--- src/sv/calu_pkg.sv ---
// calu_pkg: beat types, operation codes and the mid-pipeline bundle for the alu
// used by calu_arith and cpu_alu_with_flags; depends on nothing else
package calu_pkg;

  localparam int unsigned OP_W = 6;

  typedef logic [OP_W-1:0] op_code_t;

  // operation codes
  localparam op_code_t OP_ADD   = 6'd0;
  localparam op_code_t OP_ADC   = 6'd1;
  localparam op_code_t OP_SUB   = 6'd2;
  localparam op_code_t OP_SBC   = 6'd3;
  localparam op_code_t OP_AND   = 6'd4;
  localparam op_code_t OP_XOR   = 6'd5;
  localparam op_code_t OP_OR    = 6'd6;
  localparam op_code_t OP_CP    = 6'd7;
  localparam op_code_t OP_INC   = 6'd8;
  localparam op_code_t OP_DEC   = 6'd9;
  localparam op_code_t OP_ADD16 = 6'd10;
  localparam op_code_t OP_ADC16 = 6'd11;
  localparam op_code_t OP_ADDSP = 6'd12;
  localparam op_code_t OP_INC16 = 6'd13;
  localparam op_code_t OP_DEC16 = 6'd14;
  localparam op_code_t OP_DAA   = 6'd15;
  localparam op_code_t OP_CPL   = 6'd16;
  localparam op_code_t OP_CCF   = 6'd17;
  localparam op_code_t OP_SCF   = 6'd18;
  localparam op_code_t OP_RLCA  = 6'd19;
  localparam op_code_t OP_RRCA  = 6'd20;
  localparam op_code_t OP_RLA   = 6'd21;
  localparam op_code_t OP_RRA   = 6'd22;
  localparam op_code_t OP_RLC   = 6'd23;
  localparam op_code_t OP_RRC   = 6'd24;
  localparam op_code_t OP_RL    = 6'd25;
  localparam op_code_t OP_RR    = 6'd26;
  localparam op_code_t OP_SLA   = 6'd27;
  localparam op_code_t OP_SRA   = 6'd28;
  localparam op_code_t OP_SRL   = 6'd29;
  localparam op_code_t OP_SWAP  = 6'd30;
  localparam op_code_t OP_BIT   = 6'd31;
  localparam op_code_t OP_SET   = 6'd32;
  localparam op_code_t OP_RES   = 6'd33;

  // daa adjust constants
  localparam logic [7:0] DAA_HI_LIMIT = 8'h9a;
  localparam logic [3:0] DAA_LO_LIMIT = 4'ha;
  localparam logic [7:0] DAA_ADD_HI   = 8'h60;
  localparam logic [7:0] DAA_ADD_LO   = 8'h06;
  localparam logic [7:0] DAA_SUB_BOTH = 8'h9a;
  localparam logic [7:0] DAA_SUB_HI   = 8'ha0;
  localparam logic [7:0] DAA_SUB_LO   = 8'hfa;

  // input beat
  typedef struct packed {
    op_code_t    op;
    logic [15:0] operand_a;
    logic [15:0] operand_b;
    logic [2:0]  bit_index;
    logic        zero_in;
    logic        subtract_in;
    logic        half_carry_in;
    logic        carry_in;
  } in_t;

  // result beat
  typedef struct packed {
    logic [15:0] result;
    logic        zero_out;
    logic        subtract_out;
    logic        half_carry_out;
    logic        carry_out;
  } out_t;

  // adder results handed from the arithmetic stage to the select stage
  typedef struct packed {
    op_code_t    op;
    logic [15:0] a16;
    logic [2:0]  bit_index;
    logic        zi;
    logic        ni;
    logic        hi;
    logic        ci;
    logic [8:0]  add9;
    logic        add_h;
    logic [8:0]  sub9;
    logic        sub_h;
    logic [7:0]  and8;
    logic [7:0]  xor8;
    logic [7:0]  or8;
    logic [7:0]  inc8;
    logic [7:0]  dec8;
    logic [16:0] sum17;
    logic        sum_h;
    logic [15:0] sp16;
    logic [15:0] inc16;
    logic [15:0] dec16;
    logic [7:0]  daa8;
    logic        daa_c;
  } mid_t;

endpackage

--- src/sv/calu_arith.sv ---
// calu_arith: adder stage of the alu, all carry chains of one beat side by side
// depends on calu_pkg for in_t and mid_t
module calu_arith (
  input  calu_pkg::in_t  in_beat,
  output calu_pkg::mid_t mid_beat
);

  logic [7:0]  a;
  logic [7:0]  b;
  logic [15:0] a16;
  logic [15:0] b16;
  logic        add_cin;
  logic        sub_cin;
  logic        sum_cin;
  logic [8:0]  add9;
  logic [8:0]  sub9;
  logic [16:0] sum17;
  logic [7:0]  daa_adj;
  logic        daa_c;

  assign a16 = in_beat.operand_a;
  assign b16 = in_beat.operand_b;
  assign a   = a16[7:0];
  assign b   = b16[7:0];

  // carry selects
  assign add_cin = (in_beat.op == calu_pkg::OP_ADC)   ? in_beat.carry_in : 1'b0;
  assign sub_cin = (in_beat.op == calu_pkg::OP_SBC)   ? in_beat.carry_in : 1'b0;
  assign sum_cin = (in_beat.op == calu_pkg::OP_ADC16) ? in_beat.carry_in : 1'b0;

  // 8 and 16 bit adders; bit 8 of the difference is the borrow
  assign add9  = {1'b0, a} + {1'b0, b} + {8'h00, add_cin};
  assign sub9  = {1'b0, a} - {1'b0, b} - {8'h00, sub_cin};
  assign sum17 = {1'b0, a16} + {1'b0, b16} + {16'h0000, sum_cin};

  // decimal adjust amount and carry
  always_comb begin
    daa_adj = 8'h00;
    daa_c   = in_beat.carry_in;
    if (in_beat.subtract_in) begin
      if (in_beat.carry_in && in_beat.half_carry_in) begin
        daa_adj = calu_pkg::DAA_SUB_BOTH;
      end else if (in_beat.carry_in) begin
        daa_adj = calu_pkg::DAA_SUB_HI;
      end else if (in_beat.half_carry_in) begin
        daa_adj = calu_pkg::DAA_SUB_LO;
      end
    end else begin
      if (in_beat.carry_in || (a >= calu_pkg::DAA_HI_LIMIT)) begin
        daa_adj = calu_pkg::DAA_ADD_HI;
        daa_c   = 1'b1;
      end
      if (in_beat.half_carry_in || (a[3:0] >= calu_pkg::DAA_LO_LIMIT)) begin
        daa_adj = daa_adj | calu_pkg::DAA_ADD_LO;
      end
    end
  end

  // bundle for the select stage
  always_comb begin
    mid_beat.op        = in_beat.op;
    mid_beat.a16       = a16;
    mid_beat.bit_index = in_beat.bit_index;
    mid_beat.zi        = in_beat.zero_in;
    mid_beat.ni        = in_beat.subtract_in;
    mid_beat.hi        = in_beat.half_carry_in;
    mid_beat.ci        = in_beat.carry_in;
    mid_beat.add9      = add9;
    mid_beat.add_h     = a[4] ^ b[4] ^ add9[4];
    mid_beat.sub9      = sub9;
    mid_beat.sub_h     = a[4] ^ b[4] ^ sub9[4];
    mid_beat.and8      = a & b;
    mid_beat.xor8      = a ^ b;
    mid_beat.or8       = a | b;
    mid_beat.inc8      = a + 8'h01;
    mid_beat.dec8      = a - 8'h01;
    mid_beat.sum17     = sum17;
    mid_beat.sum_h     = a16[12] ^ b16[12] ^ sum17[12];
    mid_beat.sp16      = a16 + {{8{b[7]}}, b};
    mid_beat.inc16     = a16 + 16'h0001;
    mid_beat.dec16     = a16 - 16'h0001;
    mid_beat.daa8      = a + daa_adj;
    mid_beat.daa_c     = daa_c;
  end

endmodule

--- src/sv/cpu_alu_with_flags.sv ---
// cpu_alu_with_flags: three stage pipelined 8/16 bit alu with z/n/h/c flags
// depends on calu_pkg and calu_arith
//
//   channel  ports                         beat type
//   input    in_valid, in_stall, in_data   calu_pkg::in_t
//   result   out_valid, out_stall, out_data calu_pkg::out_t
//
// a beat passes the input register, the adder register (calu_arith) and the
// select/flag register driving the outputs; out_valid is its valid bit.
// one beat can be taken every cycle unless every stage is full and out_stall
// is high; the adder stage sets the cycle time.
// rst_n empties all three stages; payload registers are not reset.
// out_stall holds the pipeline, in_stall rises only when every stage is full.
module cpu_alu_with_flags (
  input  logic           clk,
  input  logic           rst_n,
  input  logic           in_valid,
  output logic           in_stall,
  input  calu_pkg::in_t  in_data,
  output logic           out_valid,
  input  logic           out_stall,
  output calu_pkg::out_t out_data
);

  logic           v1_r;
  logic           v1_nxt;
  logic           v2_r;
  logic           v2_nxt;
  logic           v3_r;
  logic           v3_nxt;
  logic           adv1;
  logic           adv2;
  logic           adv3;
  calu_pkg::in_t  s1_r;
  calu_pkg::mid_t mid_w;
  calu_pkg::mid_t s2_r;
  calu_pkg::out_t res_nxt;
  calu_pkg::out_t res_r;

  // stage advance: a stage loads when empty or when its content moves on
  assign adv3     = !v3_r || !out_stall;
  assign adv2     = !v2_r || adv3;
  assign adv1     = !v1_r || adv2;
  assign in_stall = !adv1;

  assign v1_nxt = adv1 ? in_valid : v1_r;
  assign v2_nxt = adv2 ? v1_r     : v2_r;
  assign v3_nxt = adv3 ? v2_r     : v3_r;

  // valid bits
  always_ff @(posedge clk) begin
    if (!rst_n) begin
      v1_r <= 1'b0;
      v2_r <= 1'b0;
      v3_r <= 1'b0;
    end else begin
      v1_r <= v1_nxt;
      v2_r <= v2_nxt;
      v3_r <= v3_nxt;
    end
  end

  // adder stage
  calu_arith u_arith (
    .in_beat  (s1_r),
    .mid_beat (mid_w)
  );

  // result select and flags
  always_comb begin
    logic [7:0] a;
    logic [7:0] sh8;
    logic       shc;
    logic [7:0] mask;
    a    = s2_r.a16[7:0];
    mask = 8'h01 << s2_r.bit_index;
    sh8  = 8'h00;
    shc  = 1'b0;
    case (s2_r.op)
      calu_pkg::OP_RLCA, calu_pkg::OP_RLC: begin
        sh8 = {a[6:0], a[7]};
        shc = a[7];
      end
      calu_pkg::OP_RRCA, calu_pkg::OP_RRC: begin
        sh8 = {a[0], a[7:1]};
        shc = a[0];
      end
      calu_pkg::OP_RLA, calu_pkg::OP_RL: begin
        sh8 = {a[6:0], s2_r.ci};
        shc = a[7];
      end
      calu_pkg::OP_RRA, calu_pkg::OP_RR: begin
        sh8 = {s2_r.ci, a[7:1]};
        shc = a[0];
      end
      calu_pkg::OP_SLA: begin
        sh8 = {a[6:0], 1'b0};
        shc = a[7];
      end
      calu_pkg::OP_SRA: begin
        sh8 = {a[7], a[7:1]};
        shc = a[0];
      end
      calu_pkg::OP_SRL: begin
        sh8 = {1'b0, a[7:1]};
        shc = a[0];
      end
      calu_pkg::OP_SWAP: begin
        sh8 = {a[3:0], a[7:4]};
        shc = 1'b0;
      end
      default: begin
        sh8 = 8'h00;
        shc = 1'b0;
      end
    endcase

    res_nxt.result         = s2_r.a16;
    res_nxt.zero_out       = s2_r.zi;
    res_nxt.subtract_out   = s2_r.ni;
    res_nxt.half_carry_out = s2_r.hi;
    res_nxt.carry_out      = s2_r.ci;
    case (s2_r.op)
      calu_pkg::OP_ADD, calu_pkg::OP_ADC: begin
        res_nxt.result         = {8'h00, s2_r.add9[7:0]};
        res_nxt.zero_out       = (s2_r.add9[7:0] == 8'h00);
        res_nxt.subtract_out   = 1'b0;
        res_nxt.half_carry_out = s2_r.add_h;
        res_nxt.carry_out      = s2_r.add9[8];
      end
      calu_pkg::OP_SUB, calu_pkg::OP_SBC: begin
        res_nxt.result         = {8'h00, s2_r.sub9[7:0]};
        res_nxt.zero_out       = (s2_r.sub9[7:0] == 8'h00);
        res_nxt.subtract_out   = 1'b1;
        res_nxt.half_carry_out = s2_r.sub_h;
        res_nxt.carry_out      = s2_r.sub9[8];
      end
      calu_pkg::OP_CP: begin
        res_nxt.zero_out       = (s2_r.sub9[7:0] == 8'h00);
        res_nxt.subtract_out   = 1'b1;
        res_nxt.half_carry_out = s2_r.sub_h;
        res_nxt.carry_out      = s2_r.sub9[8];
      end
      calu_pkg::OP_AND: begin
        res_nxt.result         = {8'h00, s2_r.and8};
        res_nxt.zero_out       = (s2_r.and8 == 8'h00);
        res_nxt.subtract_out   = 1'b0;
        res_nxt.half_carry_out = 1'b1;
        res_nxt.carry_out      = 1'b0;
      end
      calu_pkg::OP_XOR: begin
        res_nxt.result         = {8'h00, s2_r.xor8};
        res_nxt.zero_out       = (s2_r.xor8 == 8'h00);
        res_nxt.subtract_out   = 1'b0;
        res_nxt.half_carry_out = 1'b0;
        res_nxt.carry_out      = 1'b0;
      end
      calu_pkg::OP_OR: begin
        res_nxt.result         = {8'h00, s2_r.or8};
        res_nxt.zero_out       = (s2_r.or8 == 8'h00);
        res_nxt.subtract_out   = 1'b0;
        res_nxt.half_carry_out = 1'b0;
        res_nxt.carry_out      = 1'b0;
      end
      calu_pkg::OP_INC: begin
        res_nxt.result         = {8'h00, s2_r.inc8};
        res_nxt.zero_out       = (s2_r.inc8 == 8'h00);
        res_nxt.subtract_out   = 1'b0;
        res_nxt.half_carry_out = (a[3:0] == 4'hf);
      end
      calu_pkg::OP_DEC: begin
        res_nxt.result         = {8'h00, s2_r.dec8};
        res_nxt.zero_out       = (s2_r.dec8 == 8'h00);
        res_nxt.subtract_out   = 1'b1;
        res_nxt.half_carry_out = (a[3:0] == 4'h0);
      end
      calu_pkg::OP_ADD16: begin
        res_nxt.result         = s2_r.sum17[15:0];
        res_nxt.subtract_out   = 1'b0;
        res_nxt.half_carry_out = s2_r.sum_h;
        res_nxt.carry_out      = s2_r.sum17[16];
      end
      calu_pkg::OP_ADC16: begin
        res_nxt.result         = s2_r.sum17[15:0];
        res_nxt.zero_out       = (s2_r.sum17[15:0] == 16'h0000);
        res_nxt.subtract_out   = 1'b0;
        res_nxt.half_carry_out = s2_r.sum_h;
        res_nxt.carry_out      = s2_r.sum17[16];
      end
      calu_pkg::OP_ADDSP: begin
        res_nxt.result         = s2_r.sp16;
        res_nxt.zero_out       = 1'b0;
        res_nxt.subtract_out   = 1'b0;
        res_nxt.half_carry_out = s2_r.add_h;
        res_nxt.carry_out      = s2_r.add9[8];
      end
      calu_pkg::OP_INC16: begin
        res_nxt.result = s2_r.inc16;
      end
      calu_pkg::OP_DEC16: begin
        res_nxt.result = s2_r.dec16;
      end
      calu_pkg::OP_DAA: begin
        res_nxt.result         = {8'h00, s2_r.daa8};
        res_nxt.zero_out       = (s2_r.daa8 == 8'h00);
        res_nxt.half_carry_out = 1'b0;
        res_nxt.carry_out      = s2_r.daa_c;
      end
      calu_pkg::OP_CPL: begin
        res_nxt.result         = {8'h00, ~a};
        res_nxt.subtract_out   = 1'b1;
        res_nxt.half_carry_out = 1'b1;
      end
      calu_pkg::OP_CCF: begin
        res_nxt.result         = {8'h00, a};
        res_nxt.subtract_out   = 1'b0;
        res_nxt.half_carry_out = 1'b0;
        res_nxt.carry_out      = !s2_r.ci;
      end
      calu_pkg::OP_SCF: begin
        res_nxt.result         = {8'h00, a};
        res_nxt.subtract_out   = 1'b0;
        res_nxt.half_carry_out = 1'b0;
        res_nxt.carry_out      = 1'b1;
      end
      // accumulator rotates always clear z
      calu_pkg::OP_RLCA, calu_pkg::OP_RRCA, calu_pkg::OP_RLA, calu_pkg::OP_RRA: begin
        res_nxt.result         = {8'h00, sh8};
        res_nxt.zero_out       = 1'b0;
        res_nxt.subtract_out   = 1'b0;
        res_nxt.half_carry_out = 1'b0;
        res_nxt.carry_out      = shc;
      end
      calu_pkg::OP_RLC, calu_pkg::OP_RRC, calu_pkg::OP_RL, calu_pkg::OP_RR,
      calu_pkg::OP_SLA, calu_pkg::OP_SRA, calu_pkg::OP_SRL, calu_pkg::OP_SWAP: begin
        res_nxt.result         = {8'h00, sh8};
        res_nxt.zero_out       = (sh8 == 8'h00);
        res_nxt.subtract_out   = 1'b0;
        res_nxt.half_carry_out = 1'b0;
        res_nxt.carry_out      = shc;
      end
      calu_pkg::OP_BIT: begin
        res_nxt.zero_out       = !a[s2_r.bit_index];
        res_nxt.subtract_out   = 1'b0;
        res_nxt.half_carry_out = 1'b1;
      end
      calu_pkg::OP_SET: begin
        res_nxt.result = {8'h00, a | mask};
      end
      calu_pkg::OP_RES: begin
        res_nxt.result = {8'h00, a & ~mask};
      end
      default: begin
        res_nxt.result = s2_r.a16;
      end
    endcase
  end

  // payload registers
  always_ff @(posedge clk) begin
    if (adv1 && in_valid) begin
      s1_r <= in_data;
    end
    if (adv2 && v1_r) begin
      s2_r <= mid_w;
    end
    if (adv3 && v2_r) begin
      res_r <= res_nxt;
    end
  end

  assign out_valid = v3_r;
  assign out_data  = res_r;

  // checks
  a_stall_only_when_full: assert property (@(posedge clk) disable iff (!rst_n)
    in_stall |-> (v1_r && v2_r && v3_r && out_stall))
    else $error("input stalled with a free stage");

  a_stage2_reaches_out: assert property (@(posedge clk) disable iff (!rst_n)
    (v2_r && adv3) |=> v3_r)
    else $error("beat lost between adder and output stage");

  a_accept_fills_stage1: assert property (@(posedge clk) disable iff (!rst_n)
    (in_valid && !in_stall) |=> v1_r)
    else $error("accepted beat not held in stage 1");

  a_stage1_holds: assert property (@(posedge clk) disable iff (!rst_n)
    (v1_r && !adv2) |=> (v1_r && $stable(s1_r)))
    else $error("stage 1 changed while held");

endmodule

--- config.mk ---
export PLATFORM = sky130hd
export DESIGN_NAME = cpu_alu_with_flags
export DESIGN_NICKNAME = d
export VERILOG_FILES = /design/src/sv/calu_pkg.sv /design/src/sv/calu_arith.sv /design/src/sv/cpu_alu_with_flags.sv
export SDC_FILE = /design/constraint.sdc
export NUM_CORES = 1
export LEC_CHECK = 0
export ABC_AREA = 1
export BUFFER_PORTS_ARGS = -buffer_cell sky130_fd_sc_hd__buf_2
export CORE_ASPECT_RATIO = 1.4
export CORE_MARGIN = 2
export CORE_UTILIZATION = 45
export CTS_CLUSTER_SIZE = 25
export DETAILED_ROUTE_END_ITERATION = 10
export PLACE_DENSITY = 0.63
export SYNTH_ARGS = -nofsm -noshare
export SYNTH_HDL_FRONTEND = slang
export SYNTH_SLANG_ARGS = --single-unit
--- constraint.sdc ---
create_clock -name clk -period 5.32 [get_ports clk]
set_input_delay 0.266 -clock clk [delete_from_list [all_inputs] [get_ports clk]]
set_output_delay 0.266 -clock clk [all_outputs]
set_load 0.005 [all_outputs]
==> impl_metrics.env <==
export IMPL_ys_types=48
export IMPL_fin_crit_sh=0.6213
export IMPL_first_global_vias=9402
export IMPL_ant_nets=0
export IMPL_gp_congestion=0.9833
export IMPL_synth_compound_area_frac=0.08261
export IMPL_ios=71
export IMPL_min_to="v1_r$_SDFFE_PN0N_"
export IMPL_cts_tree="yes"
export IMPL_worstSetupEndpointType="flop"
export IMPL_rrSetupSlack_ps=2010
export IMPL_crit_fanout=8
export IMPL_ys_async_sr_fraction=0
export IMPL_worst_slack_ps=2015
export IMPL_layout_area_overhead_vs_synth_pct=14.91
export IMPL_rows=70
export IMPL_outcome="completed"
export IMPL_synthMuxAreaShare=0
export IMPL_vias=9338
export IMPL_drcViolationCount=0
export IMPL_totalWireLength_um=35100
export IMPL_placed_cell_area_mm2=0.01262
export IMPL_fp_dieH_um=196.7
export IMPL_antenna_found_initial=0
export IMPL_avgSynthCellArea_um2=9.571
export IMPL_firstDrtPassIters=7
export IMPL_io_buffers=70
export IMPL_cts_buffers_inserted=23
export IMPL_seq_area_mm2=0.006366
export IMPL_report_final_slew_viol_count=0
export IMPL_cp_required_ps=5580
export IMPL_drt_iter0_drc=805
export IMPL_maxSlewHeadroom=0.2818
export IMPL_power_density_mw_per_mm2=291.3
export IMPL_max_freq_mhz=302.6
export IMPL_cts_root_buffer="clkbuf_16"
export IMPL_dpl_hpwl_um=26760
export IMPL_syn_nets=1360
export IMPL_post_place_ws_ps=2036
export IMPL_routedWlPerCell_um=20.61
export IMPL_cp_num_buf_inv=1
export IMPL_fin_area_mm2=0.01371
export IMPL_clock_latency_ps=520
export IMPL_seq_area_frac_synth=0.5334
export IMPL_grt_pass1_wl_um=54310
export IMPL_multi_input_area_mm2=0.004797
export IMPL_n_fill_cell=2388
export IMPL_p_leak_nw=5.808
export IMPL_hold_path_startpoint="rst_n"
export IMPL_drive_gt1_frac=0.09500
export IMPL_cp_data_arrival_time_ps=3560
export IMPL_critPathLaunchType="flop"
export IMPL_fp_coreArea_mm2=0.02610
export IMPL_die_w_um=141.6
export IMPL_hold_violations=0
export IMPL_synth_top_family_by_area="simple AND/OR/NAND/NOR gates"
export IMPL_die_area_mm2=0.02786
export IMPL_synth_xor_area_frac=0.05357
export IMPL_final_setup_viol_count=0
export IMPL_path_cells="clkinv_1 > ha_1 > a21oi_1 > o21ai_0 > nand3_1 > nand3_1 > a21boi_0 > nor2_1 > o21ai_0 > nand2_1"
export IMPL_worstHoldPathCells=3
export IMPL_clkSinkCount=213
export IMPL_r2r_end="s2_r[74]$_DFFE_PP_"
export IMPL_grt_usage=0.2579
export IMPL_cp_slowest_cell="edfxtp_1"
export IMPL_irDropWorstVdd_mv=0.2322
export IMPL_rsz0062_at_grt="false"
export IMPL_grt_max_degree=103
export IMPL_r2r_start="s1_r[26]$_DFFE_PP_"
export IMPL_nets=1481
export IMPL_fin_hold_ws_ps=14.95
export IMPL_synth_edff_count=210
export IMPL_dp_cells=1621
export IMPL_synth_fa_ha_area_frac=0.07212
export IMPL_crit_family="compound AO/OA/AOI/OAI gates"
export IMPL_syn_instance_count=1247
export IMPL_start_util=0.4573
export IMPL_worstMarginPinSlew_ps=1076
export IMPL_diodes=0
export IMPL_yosys_register_bits=213
export IMPL_crit_type="reg2reg"
export IMPL_h_tree_depth=1
export IMPL_yosys_warnings=0
export IMPL_dominantRegCellSynth="edfxtp_1"
export IMPL_overflow=0
export IMPL_finalNonFillerCells=1703
export IMPL_viasPerCell=5.483
export IMPL_total_power_mw=3.995
export IMPL_drv_cap=0
export IMPL_hold_path_class="in2reg"
export IMPL_ctsLongestPathBuffers=3
export IMPL_min_period_ps=3305
export IMPL_rr_worst_depth=10
export IMPL_synth_area_mm2=0.01194
export IMPL_final_core_util=0.5255
export IMPL_skew_ps=19.52
export IMPL_setup_tns_ps=0
export IMPL_clk_pin_slew_ps=60
export IMPL_max_stage_delay_ps=570
export IMPL_yosys_area_share_simple=0.1927
flip-flops by register name, indices dropped and copies added (netlist names):
register,count
s1_r,45
v1_r,1
s2_r,145
v2_r,1
out_data,20
out_valid,1
timing repair:
item                      in CTS  in global routing
hold endpoints to repair      46                  0
setup buffers                  0                  0
hold buffers                  46                  0
resized for setup              0                  0
worst max-delay path by stage:
stage                           startpoint  cells after the start  slack (ps)                  end
floorplan           out_valid$_SDFFE_PN0P_                      5        1490    s2_r[0]$_DFFE_PP_
detailed placement      s1_r[26]$_DFFE_PP_                     10        2040   s2_r[74]$_DFFE_PP_
CTS                     s1_r[26]$_DFFE_PP_                     10        2020   s2_r[74]$_DFFE_PP_
global placement        s1_r[44]$_DFFE_PP_                     17        2070  s2_r[124]$_DFFE_PP_
finish                  s1_r[26]$_DFFE_PP_                     10        2010   s2_r[74]$_DFFE_PP_
global route            s1_r[26]$_DFFE_PP_                     10        1750   s2_r[74]$_DFFE_PP_
cell usage after synthesis (2+ instances only):
master     instances  area share
nand2_1          246       0.077
edfxtp_1         210        0.53
inv_1            167       0.053
nor2_1           123       0.039
nand3_1           84       0.035
xor2_1            59       0.043
ha_1              56       0.059
o21ai_0           55       0.023
a21oi_1           54       0.023
nand4_1           22       0.012
nor3_1            19      0.0080
xnor2_1           14       0.010
buf_2             11      0.0046
clkbuf_1          11      0.0035
nor4_1            10      0.0052
a22oi_1            9      0.0057
o22ai_1            9      0.0047
a221oi_1           8      0.0059
fa_1               8       0.013
nor2_2             7      0.0037
a31oi_1            6      0.0031
nand2_2            6      0.0031
nand3b_1           5      0.0031
o211ai_1           4      0.0025
o31ai_1            4      0.0025
a211oi_1           3      0.0019
dfxtp_1            3      0.0050
inv_2              3     0.00094
nand3_2            3      0.0025
nor3b_1            3      0.0019
o2111ai_1          3      0.0022
a21o_1             2      0.0013
a22o_1             2      0.0015
buf_6              2      0.0019
clkinv_1           2     0.00063
o2bb2ai_1          2      0.0015
worst min-delay path: cells and delay by family:
family	cells	cell delay, ps
simple gates	1	90
buf+inv	2	120
layout by cell type, fill, tap and decap left out, types with 46 or more instances in the layout:
cell type,count
ha_1,56
xor2_1,59
dlygate4sd3_1,46
nand3_1,84
buf_2,70
nand2_1,246
edfxtp_1,210
a21oi_1,53
o21ai_0,55
nor2_1,122
inv_1,166
logic make-up (layout without fill, tap and decap cells):
| family | after synthesis | after routing |
|---|---|---|
| flops | 213 | 213 |
| fa+ha+maj | 64 | 64 |
| compound gates | 167 | 167 |
| buf+inv | 199 | 331 |
| xor+xnor | 73 | 73 |
| simple gates | 531 | 531 |
cell type report:
class                           instances  share of cell area
Inverter                              173             0.04790
Tap cell                              324             0.02956
Sequential cell                       213              0.4642
Clock buffer                           29             0.04361
Clock inverter                          7            0.002555
Multi-Input combinational cell        835              0.3498
Timing Repair Buffer                  122             0.06240
power by group:
group	total, mW	switching (mW)	leakage [nW]	internal, mW
logic	0.508	0.319	3.49	0.190
clock network	1.41	0.623	0.309	0.785
registers	2.08	0.0884	2.01	1.99
metal layers:
metal	GRT usage	wire length, µm
met1	0.3197	13850
met5	0	0
met4	0.1341	2024
met3	0.02697	1861
met2	0.4450	17360
Note: power is estimated with default switching activity, not from simulation.
